<file path="config.mk">
export PLATFORM = sky130hd
export DESIGN_NAME = clock_wipe_transition_flat
export DESIGN_NICKNAME = d
export VERILOG_FILES = /design/src/cwt_pkg.sv /design/src/cwt_if.sv /design/src/cwt_mask.sv /design/src/clock_wipe_transition.sv /design/src/flat_wrapper.sv
export VERILOG_INCLUDE_DIRS = /design/src /design/src/src
export SDC_FILE = /design/constraint.sdc
export NUM_CORES = 1
export LEC_CHECK = 0
export ABC_AREA = 1
export BUFFER_PORTS_ARGS = -buffer_cell sky130_fd_sc_hd__buf_2
export CAP_MARGIN = 10
export CORE_MARGIN = 3
export CORE_UTILIZATION = 65
export CTS_CLUSTER_DIAMETER = 30
export DETAILED_ROUTE_END_ITERATION = 16
export GPL_TIMING_DRIVEN = 0
export MAX_ROUTING_LAYER = met4
export PLACE_DENSITY = 0.82
export RECOVER_POWER = 100
export SLEW_MARGIN = 25
export SYNTH_ARGS = -nofsm -noshare
export SYNTH_HDL_FRONTEND = slang
export SYNTH_SLANG_ARGS = --single-unit
</file>
<file path="constraint.sdc">
create_clock -name clk -period 22.6 [get_ports clk]
set_clock_uncertainty 0.1 [all_clocks]
set_input_delay 4.52 -clock clk [delete_from_list [all_inputs] [get_ports clk]]
set_output_delay 4.52 -clock clk [all_outputs]
set_load 0.01 [all_outputs]
</file>
<file path="src/clock_wipe_transition_defines.svh">
// Assertion macros shared by the clock wipe transition RTL.
`ifndef CLOCK_WIPE_TRANSITION_DEFINES_SVH
`define CLOCK_WIPE_TRANSITION_DEFINES_SVH

// The consequent must hold in the same cycle as the antecedent.
`define CWT_ASSERT_SAME(label, clk, rst_n, ante, cons) \
  label: assert property (@(posedge clk) disable iff (!rst_n) (ante) |-> (cons)) \
    else $error("cwt assertion failed");

// The consequent must hold in the cycle after the antecedent.
`define CWT_ASSERT_NEXT(label, clk, rst_n, ante, cons) \
  label: assert property (@(posedge clk) disable iff (!rst_n) (ante) |=> (cons)) \
    else $error("cwt assertion failed");

`endif

</file>
<file path="src/cwt_pkg.sv">
// Package with constants, register indexes and types of the clock wipe transition.
package cwt_pkg;

  localparam int CWT_PIX_W      = 8;
  localparam int CWT_DIM_CFG_W  = 11;
  localparam int CWT_Q15_W      = 16;
  localparam int CWT_Q15_ONE    = 32768;
  localparam int CWT_MAX_DIM    = 1024;
  localparam int CWT_CFG_IDX_W  = 3;
  localparam int CWT_CFG_DATA_W = 16;
  localparam int CWT_DIM_RESET  = 64;

  typedef enum logic [CWT_CFG_IDX_W-1:0] {
    CFG_FRAME_WIDTH  = 3'd0,
    CFG_FRAME_HEIGHT = 3'd1,
    CFG_SWEEP_SINE   = 3'd2,
    CFG_SWEEP_COSINE = 3'd3,
    CFG_SECOND_HALF  = 3'd4,
    CFG_FILL_COLOR   = 3'd5
  } cwt_cfg_idx_t;

  typedef struct packed {
    logic [CWT_Q15_W-1:0] sine;
    logic [CWT_Q15_W-1:0] cosine;
    logic                 second_half;
    logic [CWT_PIX_W-1:0] fill;
  } cwt_sweep_t;

  function automatic logic [CWT_Q15_W-1:0] cwt_clamp_q15(input logic [CWT_Q15_W-1:0] v);
    logic [CWT_Q15_W-1:0] one;
    one = CWT_Q15_W'(CWT_Q15_ONE);
    return (v > one) ? one : v;
  endfunction

endpackage

</file>
<file path="src/cwt_if.sv">
// Valid/ready channel interfaces for the input and result items.
interface cwt_in_if import cwt_pkg::*; ();
  logic                 valid;
  logic                 ready;
  logic [CWT_PIX_W-1:0] pixel_prev;
  logic [CWT_PIX_W-1:0] pixel_cur;

  modport source (output valid, output pixel_prev, output pixel_cur, input ready);
  modport sink   (input valid, input pixel_prev, input pixel_cur, output ready);
endinterface

interface cwt_out_if import cwt_pkg::*; ();
  logic                 valid;
  logic                 ready;
  logic [CWT_PIX_W-1:0] pixel_out;
  logic                 frame_end;

  modport source (output valid, output pixel_out, output frame_end, input ready);
  modport sink   (input valid, input pixel_out, input frame_end, output ready);
endinterface

</file>
<file path="src/cwt_mask.sv">
// Clock wipe mask decision and pixel selection for one raster position.
module cwt_mask import cwt_pkg::*; #(
  parameter int CNT_W = 10,
  parameter int DIM_W = 11
) (
  input  logic [CNT_W-1:0]     col,
  input  logic [CNT_W-1:0]     row,
  input  logic [DIM_W-1:0]     width,
  input  logic [DIM_W-1:0]     height,
  input  cwt_sweep_t           sweep,
  input  logic [CWT_PIX_W-1:0] pixel_prev,
  input  logic [CWT_PIX_W-1:0] pixel_cur,
  output logic [CWT_PIX_W-1:0] pixel_out
);

  localparam int PROD_W = CWT_Q15_W + CNT_W;

  logic [CNT_W-1:0]     half_w;
  logic [CNT_W-1:0]     half_h;
  logic                 x_neg;
  logic                 y_neg;
  logic [CNT_W-1:0]     abs_x;
  logic [CNT_W-1:0]     abs_y;
  logic [CNT_W-1:0]     mul_s_op;
  logic [CNT_W-1:0]     mul_c_op;
  logic [CWT_Q15_W-1:0] sine_c;
  logic [CWT_Q15_W-1:0] cosine_c;
  logic [PROD_W-1:0]    prod_s;
  logic [PROD_W-1:0]    prod_c;
  logic                 behind;
  logic                 on_axis;

  always_comb begin
    half_w   = CNT_W'(width >> 1);
    half_h   = CNT_W'(height >> 1);
    x_neg    = col < half_w;
    y_neg    = row < half_h;
    abs_x    = x_neg ? (half_w - col) : (col - half_w);
    abs_y    = y_neg ? (half_h - row) : (row - half_h);
    mul_s_op = (x_neg == y_neg) ? abs_x : abs_y;
    mul_c_op = (x_neg == y_neg) ? abs_y : abs_x;
    sine_c   = cwt_clamp_q15(sweep.sine);
    cosine_c = cwt_clamp_q15(sweep.cosine);
    prod_s   = PROD_W'(sine_c) * PROD_W'(mul_s_op);
    prod_c   = PROD_W'(cosine_c) * PROD_W'(mul_c_op);
    behind   = prod_s <= prod_c;
    on_axis  = (col == half_w) || (row == half_h);
    if (on_axis) begin
      pixel_out = sweep.fill;
    end else if (sweep.second_half) begin
      pixel_out = behind ? sweep.fill : pixel_cur;
    end else begin
      pixel_out = behind ? pixel_prev : sweep.fill;
    end
  end

endmodule

</file>
<file path="src/clock_wipe_transition.sv">
// Top level of the clock wipe transition: configuration, raster counters and pipeline.
//
//   channel  direction  handshake            payload
//   in_ch    in         valid/ready          pixel_prev, pixel_cur
//   out_ch   out        valid/ready          pixel_out, frame_end
//   cfg_*    in         write enable only    cfg_index, cfg_data
//
// One item is accepted per cycle unless a stall on out_ch has filled both registers; each item is
// loaded into the input stage register, then its result into the result register, which drives out_ch.
// The one-item-per-cycle rate holds because the two multipliers of the mask fit between
// the input stage register and the result register.
// Synchronous reset clears the counters and the valid flags and sets the configuration registers to their defaults.
// A stall on out_ch holds the result register and then the input stage, so no item is lost.
`include "clock_wipe_transition_defines.svh"

module clock_wipe_transition import cwt_pkg::*; #(
  parameter int MAX_DIM = CWT_MAX_DIM
) (
  input  logic                      clk,
  input  logic                      rst_n,
  input  logic                      cfg_we,
  input  logic [CWT_CFG_IDX_W-1:0]  cfg_index,
  input  logic [CWT_CFG_DATA_W-1:0] cfg_data,
  cwt_in_if.sink                    in_ch,
  cwt_out_if.source                 out_ch
);

  localparam int CNT_W = $clog2(MAX_DIM);
  localparam int DIM_W = CNT_W + 1;

  logic [CWT_DIM_CFG_W-1:0] frame_width_r;
  logic [CWT_DIM_CFG_W-1:0] frame_height_r;
  cwt_sweep_t               sweep_r;

  logic [DIM_W-1:0]     width_c;
  logic [DIM_W-1:0]     height_c;
  logic [CNT_W-1:0]     col_r;
  logic [CNT_W-1:0]     row_r;
  logic                 last_col;
  logic                 last_row;
  logic                 accept;

  logic                 s1_valid_r;
  logic [CWT_PIX_W-1:0] s1_prev_r;
  logic [CWT_PIX_W-1:0] s1_cur_r;
  logic [CNT_W-1:0]     s1_col_r;
  logic [CNT_W-1:0]     s1_row_r;
  logic                 s1_end_r;

  logic                 out_valid_r;
  logic [CWT_PIX_W-1:0] out_pixel_r;
  logic                 out_end_r;
  logic [CWT_PIX_W-1:0] pixel_nxt;
  logic                 out_move;
  logic                 s1_ready;

  always_ff @(posedge clk) begin
    if (!rst_n) begin
      frame_width_r       <= CWT_DIM_CFG_W'(CWT_DIM_RESET);
      frame_height_r      <= CWT_DIM_CFG_W'(CWT_DIM_RESET);
      sweep_r.sine        <= '0;
      sweep_r.cosine      <= CWT_Q15_W'(CWT_Q15_ONE);
      sweep_r.second_half <= 1'b0;
      sweep_r.fill        <= '0;
    end else if (cfg_we) begin
      case (cfg_index)
        CFG_FRAME_WIDTH:  frame_width_r       <= cfg_data[CWT_DIM_CFG_W-1:0];
        CFG_FRAME_HEIGHT: frame_height_r      <= cfg_data[CWT_DIM_CFG_W-1:0];
        CFG_SWEEP_SINE:   sweep_r.sine        <= cfg_data[CWT_Q15_W-1:0];
        CFG_SWEEP_COSINE: sweep_r.cosine      <= cfg_data[CWT_Q15_W-1:0];
        CFG_SECOND_HALF:  sweep_r.second_half <= cfg_data[0];
        CFG_FILL_COLOR:   sweep_r.fill        <= cfg_data[CWT_PIX_W-1:0];
        default: begin
        end
      endcase
    end
  end

  always_comb begin
    if (frame_width_r == '0) begin
      width_c = DIM_W'(1);
    end else if (32'(frame_width_r) > 32'(MAX_DIM)) begin
      width_c = DIM_W'(MAX_DIM);
    end else begin
      width_c = DIM_W'(frame_width_r);
    end
    if (frame_height_r == '0) begin
      height_c = DIM_W'(1);
    end else if (32'(frame_height_r) > 32'(MAX_DIM)) begin
      height_c = DIM_W'(MAX_DIM);
    end else begin
      height_c = DIM_W'(frame_height_r);
    end
  end

  assign last_col = DIM_W'(col_r) >= (width_c - DIM_W'(1));
  assign last_row = DIM_W'(row_r) >= (height_c - DIM_W'(1));

  assign out_move    = !out_valid_r || out_ch.ready;
  assign s1_ready    = !s1_valid_r || out_move;
  assign in_ch.ready = s1_ready;
  assign accept      = in_ch.valid && s1_ready;

  always_ff @(posedge clk) begin
    if (!rst_n) begin
      col_r <= '0;
      row_r <= '0;
    end else if (accept) begin
      if (last_col) begin
        col_r <= '0;
        row_r <= last_row ? '0 : (row_r + CNT_W'(1));
      end else begin
        col_r <= col_r + CNT_W'(1);
      end
    end
  end

  always_ff @(posedge clk) begin
    if (!rst_n) begin
      s1_valid_r <= 1'b0;
    end else if (s1_ready) begin
      s1_valid_r <= in_ch.valid;
    end
    if (accept) begin
      s1_prev_r <= in_ch.pixel_prev;
      s1_cur_r  <= in_ch.pixel_cur;
      s1_col_r  <= col_r;
      s1_row_r  <= row_r;
      s1_end_r  <= last_col && last_row;
    end
  end

  cwt_mask #(
    .CNT_W(CNT_W),
    .DIM_W(DIM_W)
  ) u_mask (
    .col       (s1_col_r),
    .row       (s1_row_r),
    .width     (width_c),
    .height    (height_c),
    .sweep     (sweep_r),
    .pixel_prev(s1_prev_r),
    .pixel_cur (s1_cur_r),
    .pixel_out (pixel_nxt)
  );

  always_ff @(posedge clk) begin
    if (!rst_n) begin
      out_valid_r <= 1'b0;
    end else if (out_move) begin
      out_valid_r <= s1_valid_r;
    end
    if (out_move && s1_valid_r) begin
      out_pixel_r <= pixel_nxt;
      out_end_r   <= s1_end_r;
    end
  end

  assign out_ch.valid     = out_valid_r;
  assign out_ch.pixel_out = out_pixel_r;
  assign out_ch.frame_end = out_end_r;

  `CWT_ASSERT_NEXT(a_wrap_at_frame_end, clk, rst_n, accept && last_col && last_row,
                   (col_r == '0) && (row_r == '0))
  `CWT_ASSERT_NEXT(a_col_advance, clk, rst_n, accept && !last_col,
                   col_r == ($past(col_r) + CNT_W'(1)))
  `CWT_ASSERT_SAME(a_stall_only_when_full, clk, rst_n, !in_ch.ready,
                   s1_valid_r && out_valid_r && !out_ch.ready)

endmodule

</file>
<file path="src/flat_wrapper.sv">
// flat-port wrapper written by rule: the top's interface ports become plain ports
module clock_wipe_transition_flat import cwt_pkg::*;
#(
  parameter int MAX_DIM = CWT_MAX_DIM
)
  (clk, rst_n, cfg_we, cfg_index, cfg_data, in_ch_valid, in_ch_pixel_prev, in_ch_pixel_cur, in_ch_ready, out_ch_valid, out_ch_pixel_out, out_ch_frame_end, out_ch_ready);
  cwt_in_if in_ch_i ();
  cwt_out_if out_ch_i ();
  input  logic clk;
  input  logic rst_n;
  input  logic cfg_we;
  input  logic [CWT_CFG_IDX_W-1:0] cfg_index;
  input  logic [CWT_CFG_DATA_W-1:0] cfg_data;
  input wire logic [$bits(in_ch_i.valid)-1:0] in_ch_valid;
  input wire logic [$bits(in_ch_i.pixel_prev)-1:0] in_ch_pixel_prev;
  input wire logic [$bits(in_ch_i.pixel_cur)-1:0] in_ch_pixel_cur;
  output wire logic [$bits(in_ch_i.ready)-1:0] in_ch_ready;
  output wire logic [$bits(out_ch_i.valid)-1:0] out_ch_valid;
  output wire logic [$bits(out_ch_i.pixel_out)-1:0] out_ch_pixel_out;
  output wire logic [$bits(out_ch_i.frame_end)-1:0] out_ch_frame_end;
  input wire logic [$bits(out_ch_i.ready)-1:0] out_ch_ready;
  assign in_ch_i.valid = in_ch_valid;
  assign in_ch_i.pixel_prev = in_ch_pixel_prev;
  assign in_ch_i.pixel_cur = in_ch_pixel_cur;
  assign in_ch_ready = in_ch_i.ready;
  assign out_ch_valid = out_ch_i.valid;
  assign out_ch_pixel_out = out_ch_i.pixel_out;
  assign out_ch_frame_end = out_ch_i.frame_end;
  assign out_ch_i.ready = out_ch_ready;
  clock_wipe_transition #(.MAX_DIM(MAX_DIM)) u_core (.clk(clk), .rst_n(rst_n), .cfg_we(cfg_we), .cfg_index(cfg_index), .cfg_data(cfg_data), .in_ch(in_ch_i), .out_ch(out_ch_i));
endmodule
</file>
==> summary.md <==
| Metric | Value |
|---|---|
| Gpl congestion | `1.01` |
| Crit-path max FO | `10` |
| Nature of the critical path startpoint | `flop` |
| Synth Area in Adders | `0.371` |
| Clock Sinks | `131` |
| Grt total ovfl | `0` |
| Syn_area_per_cell | `7.52 um^2` |
| DRT iter0 DRCs | `1,465` |
| Reg2reg setup slack | `11,150 ps` |
| Initial core utilization | `0.664` |
| Critical Path Most Common Cell | `nand2_1` |
| Min-Delay Path Class | `flop to flop` |
| Number of synthesized flops with an enable pin | `46` |
| Number of remaining DRC errors | `0` |
| FILL cells | `2,404` |
| Die Ht | `178 um` |
| Routed length per instance | `17.2 um` |
| Worst R2R Start | `u_core.frame_height_r[3]` |
| Hold endpoint | `u_core.out_ch.frame_end` |
| Violated checks | `max-capacitance violations, max-slew violations` |
| Final non-filler cell total | `3,015` |
| Largest area contributor in the netlist | `fa_1` |
| Area of the multi-input gates | `0.0140 mm^2` |
| Synth Area in Simple Gates | `0.235` |
| Min-delay src | `u_core.s1_end_r` |
| Worst-Skew Late Latency | `420 ps` |
| Slew Viols, Final | `31` |
| Mapped Nets | `3,021` |
| CTS tree | `yes` |
| Pwr Density | `55.0 mW/mm^2` |
| CTS buffer count | `17` |
| Crit path DAT | `11,530 ps` |
| Hold-critical path depth | `0` |
| Register area share after synthesis | `0.161` |
| Mux share of post-synthesis cell area | `0` |
| Synth unique cells | `48` |
| Synth Cell Area | `0.0192 mm^2` |
| Xor and xnor area share after synthesis | `0.0452` |
| Worst-Margin Slew | `1630 ps` |
| Post-layout min period | `11,450 ps` |
| Critical path data required time | `22,680 ps` |
| Vias in the first global route | `17.3k` |
| Worst Setup Path Type | `flop to flop` |
| Most frequent cells in the layout | `nand2_1 (483), inv_1 (453), nor2_1 (337)` |
| CP max-delay cell | `nand3_1` |
| Area share of the largest cell type after synthesis | `0.234` |
| Post-synth ARST share | `0` |
| #FFs+latches synth | `131` |
| Largest net degree at the start of global routing | `31` |
| CTS Root Buffer Type | `clkbuf_16` |
| Core Box Area | `0.0289 mm^2` |
| Core Rows | `62` |
| Initial antenna violation count | `1` |
| Number of max-cap violations | `1` |
| Die Wd | `178 um` |
| RSZ-0062 raised after global routing | `false` |
| DP Cell Count | `2,982` |
| DP HPWL | `42.7 mm` |
| Post-synthesis compound-gate area fraction | `0.0818` |
| Fmax | `87.3 MHz` |
| Reg2Reg Capture Point | `u_core.out_ch.pixel_out[5]` |
| Cell count after synthesis | `2,547` |
| Period utilization | `0.507` |
| P_leak | `11.1 nW` |
| Total Neg Setup Slack | `0 ps` |
| Crit-path max cell delay | `530 ps` |
| Ports | `51` |
| Top cells by area, synth | `fa_1 (23%), ha_1 (14%), nand2_1 (9.4%), dfxtp_1 (8.9%), inv_1 (8.9%)` |
| Global Route Usage Sum | `0.349` |
| Worst-path clk slew | `60 ps` |
| Final Core Density | `0.711` |
| Worst reg2reg path depth | `46` |
| Via density | `5.72` |
| Post-CTS Setup Inserts | `0` |
| Max transition margin | `-0.0850` |
| Cts repair resizes | `0` |
| Setup slack after layout | `11,150 ps` |
| FF+latch area | `0.00308 mm^2` |
| Nets | `3,091` |
| H-tree depth | `4` |
| Clk buf depth | `2` |
| First-pass GRT wire length | `84.9 mm` |
| Most common cell after layout, fill and taps aside | `nand2_1` |
| Yosys warning total | `0` |
| Hold Vio Cnt, Final | `0` |
| Share of cells above drive strength 1 | `0.0540` |
| Largest family of logic cells by synthesized area | `adder cells` |
| Port Buffer Count | `50` |
| Crit end category | `flop` |
| Drt first pass iters | `6` |
| Final setup viols | `0` |
| Routed WL | `51.9 mm` |
| Dominant synthesized flop cell | `dfxtp_1` |
| CTS Hold Bufs | `0` |
| DP Worst Slack | `11,820 ps` |
| Layout area overhead | `7.08%` |
| Die footprint | `0.0316 mm^2` |
| Max rail drop VDD | `71.0 uV` |
| Final ANT Viol Nets | `0` |
| Vias | `17.3k` |
| Status | `complete, but fails checks` |
[routing by layer]
| metal | global-route usage | vias to the layer above | wire, um |
|---|---|---|---|
| met3 | 0.0670 | 164 | 4330 |
| met4 | 0.125 | 0 | 1900 |
| met2 | 0.572 | 804 | 24900 |
| met5 | - | - | 0 |
| li1 | - | 8137 | - |
| met1 | 0.433 | 8145 | 20800 |
[worst max-delay path by stage]
stage,slack [ps],endpoint,depth (start not counted),start
6_report,11150,u_core.out_ch.pixel_out[5],46,u_core.frame_height_r[3]
5_1_grt,10400,u_core.out_ch.pixel_out[5],46,u_core.frame_height_r[3]
4_1_cts,11780,u_core.out_ch.pixel_out[5],47,u_core.frame_height_r[3]
3_5_place_dp,11820,u_core.out_ch.pixel_out[5],47,u_core.frame_height_r[3]
3_3_place_gp,11940,u_core.out_ch.pixel_out[5],46,u_core.frame_height_r[3]
2_1_floorplan,13240,in_ch_ready,2,out_ch_ready
[kinds of logic after synthesis]
group	Yosys count
DFF	131
and+or+nand+nor	1082
buffers and inverters	518
adders and majority gates	434
xor gates and xnor gates	99
AOI/OAI and AO/OA	283
[sequential cells by signal, indices dropped and copies added (netlist names)]
name,flops
u_core.col_r,10
u_core.out_ch.valid,1
u_core.s1_col_r,10
u_core.sweep_r,41
u_core.s1_prev_r,8
u_core.frame_height_r,11
u_core.row_r,10
u_core.out_ch.frame_end,1
u_core.out_ch.pixel_out,8
u_core.frame_width_r,11
u_core.s1_end_r,1
u_core.s1_valid_r,1
u_core.s1_row_r,10
u_core.s1_cur_r,8
[layout make-up]
class,count,area share
Multi-Input combinational cell,1898,0.685
Sequential cell,131,0.150
Inverter,463,0.0847
Tap cell,384,0.0234
Clock buffer,19,0.0226
Buffer,55,0.0140
Timing Repair Buffer,51,0.0115
Clock inverter,13,0.00878
Antenna cell,1,0.000122
[metrics by stage]
step | power [mW] | instance area [um^2] | hold WS (ps)
after floorplan | 0.670 | 19200 | 300
after global placement | 0.807 | 19900 | 307
after detailed placement | 0.824 | 19900 | 308
after CTS | 1.12 | 20600 | 332
after global routing | 1.21 | 20500 | 342
final | 1.13 | 20500 | 345
[worst max-delay path: cells and delay by family, from the launching register on]
family | cells | cell delay, ps
AO/OA/AOI/OAI | 5 | 1370
XOR/XNOR | 2 | 330
adder cells (fa/ha/maj) | 8 | 3550
buffers and inverters | 8 | 950
flip-flops | 1 | 340
AND/OR/NAND/NOR | 23 | 4570
[power by group]
part	switching (mW)	internal (mW)	leakage, nW
clock network	0.104	0.193	0.311
logic	0.376	0.195	9.64
registers	0.00638	0.255	1.15
total	0.486	0.643	11.1
[synthesized netlist by cell type (all sizes together), types with 3 or more instances]
library cell  number
nand2            507
inv              461
nor2             337
fa               224
ha               210
nand3            167
a21oi            127
o21ai            117
dfxtp             85
xor2              64
edfxtp            46
xnor2             35
buf               28
clkbuf            27
nand4             22
nor3              20
nand3b            13
a21o              10
nor4              10
o21bai             7
o211ai             5
o2111ai            3
o21a               3
Power figures use the tool's default switching activity.
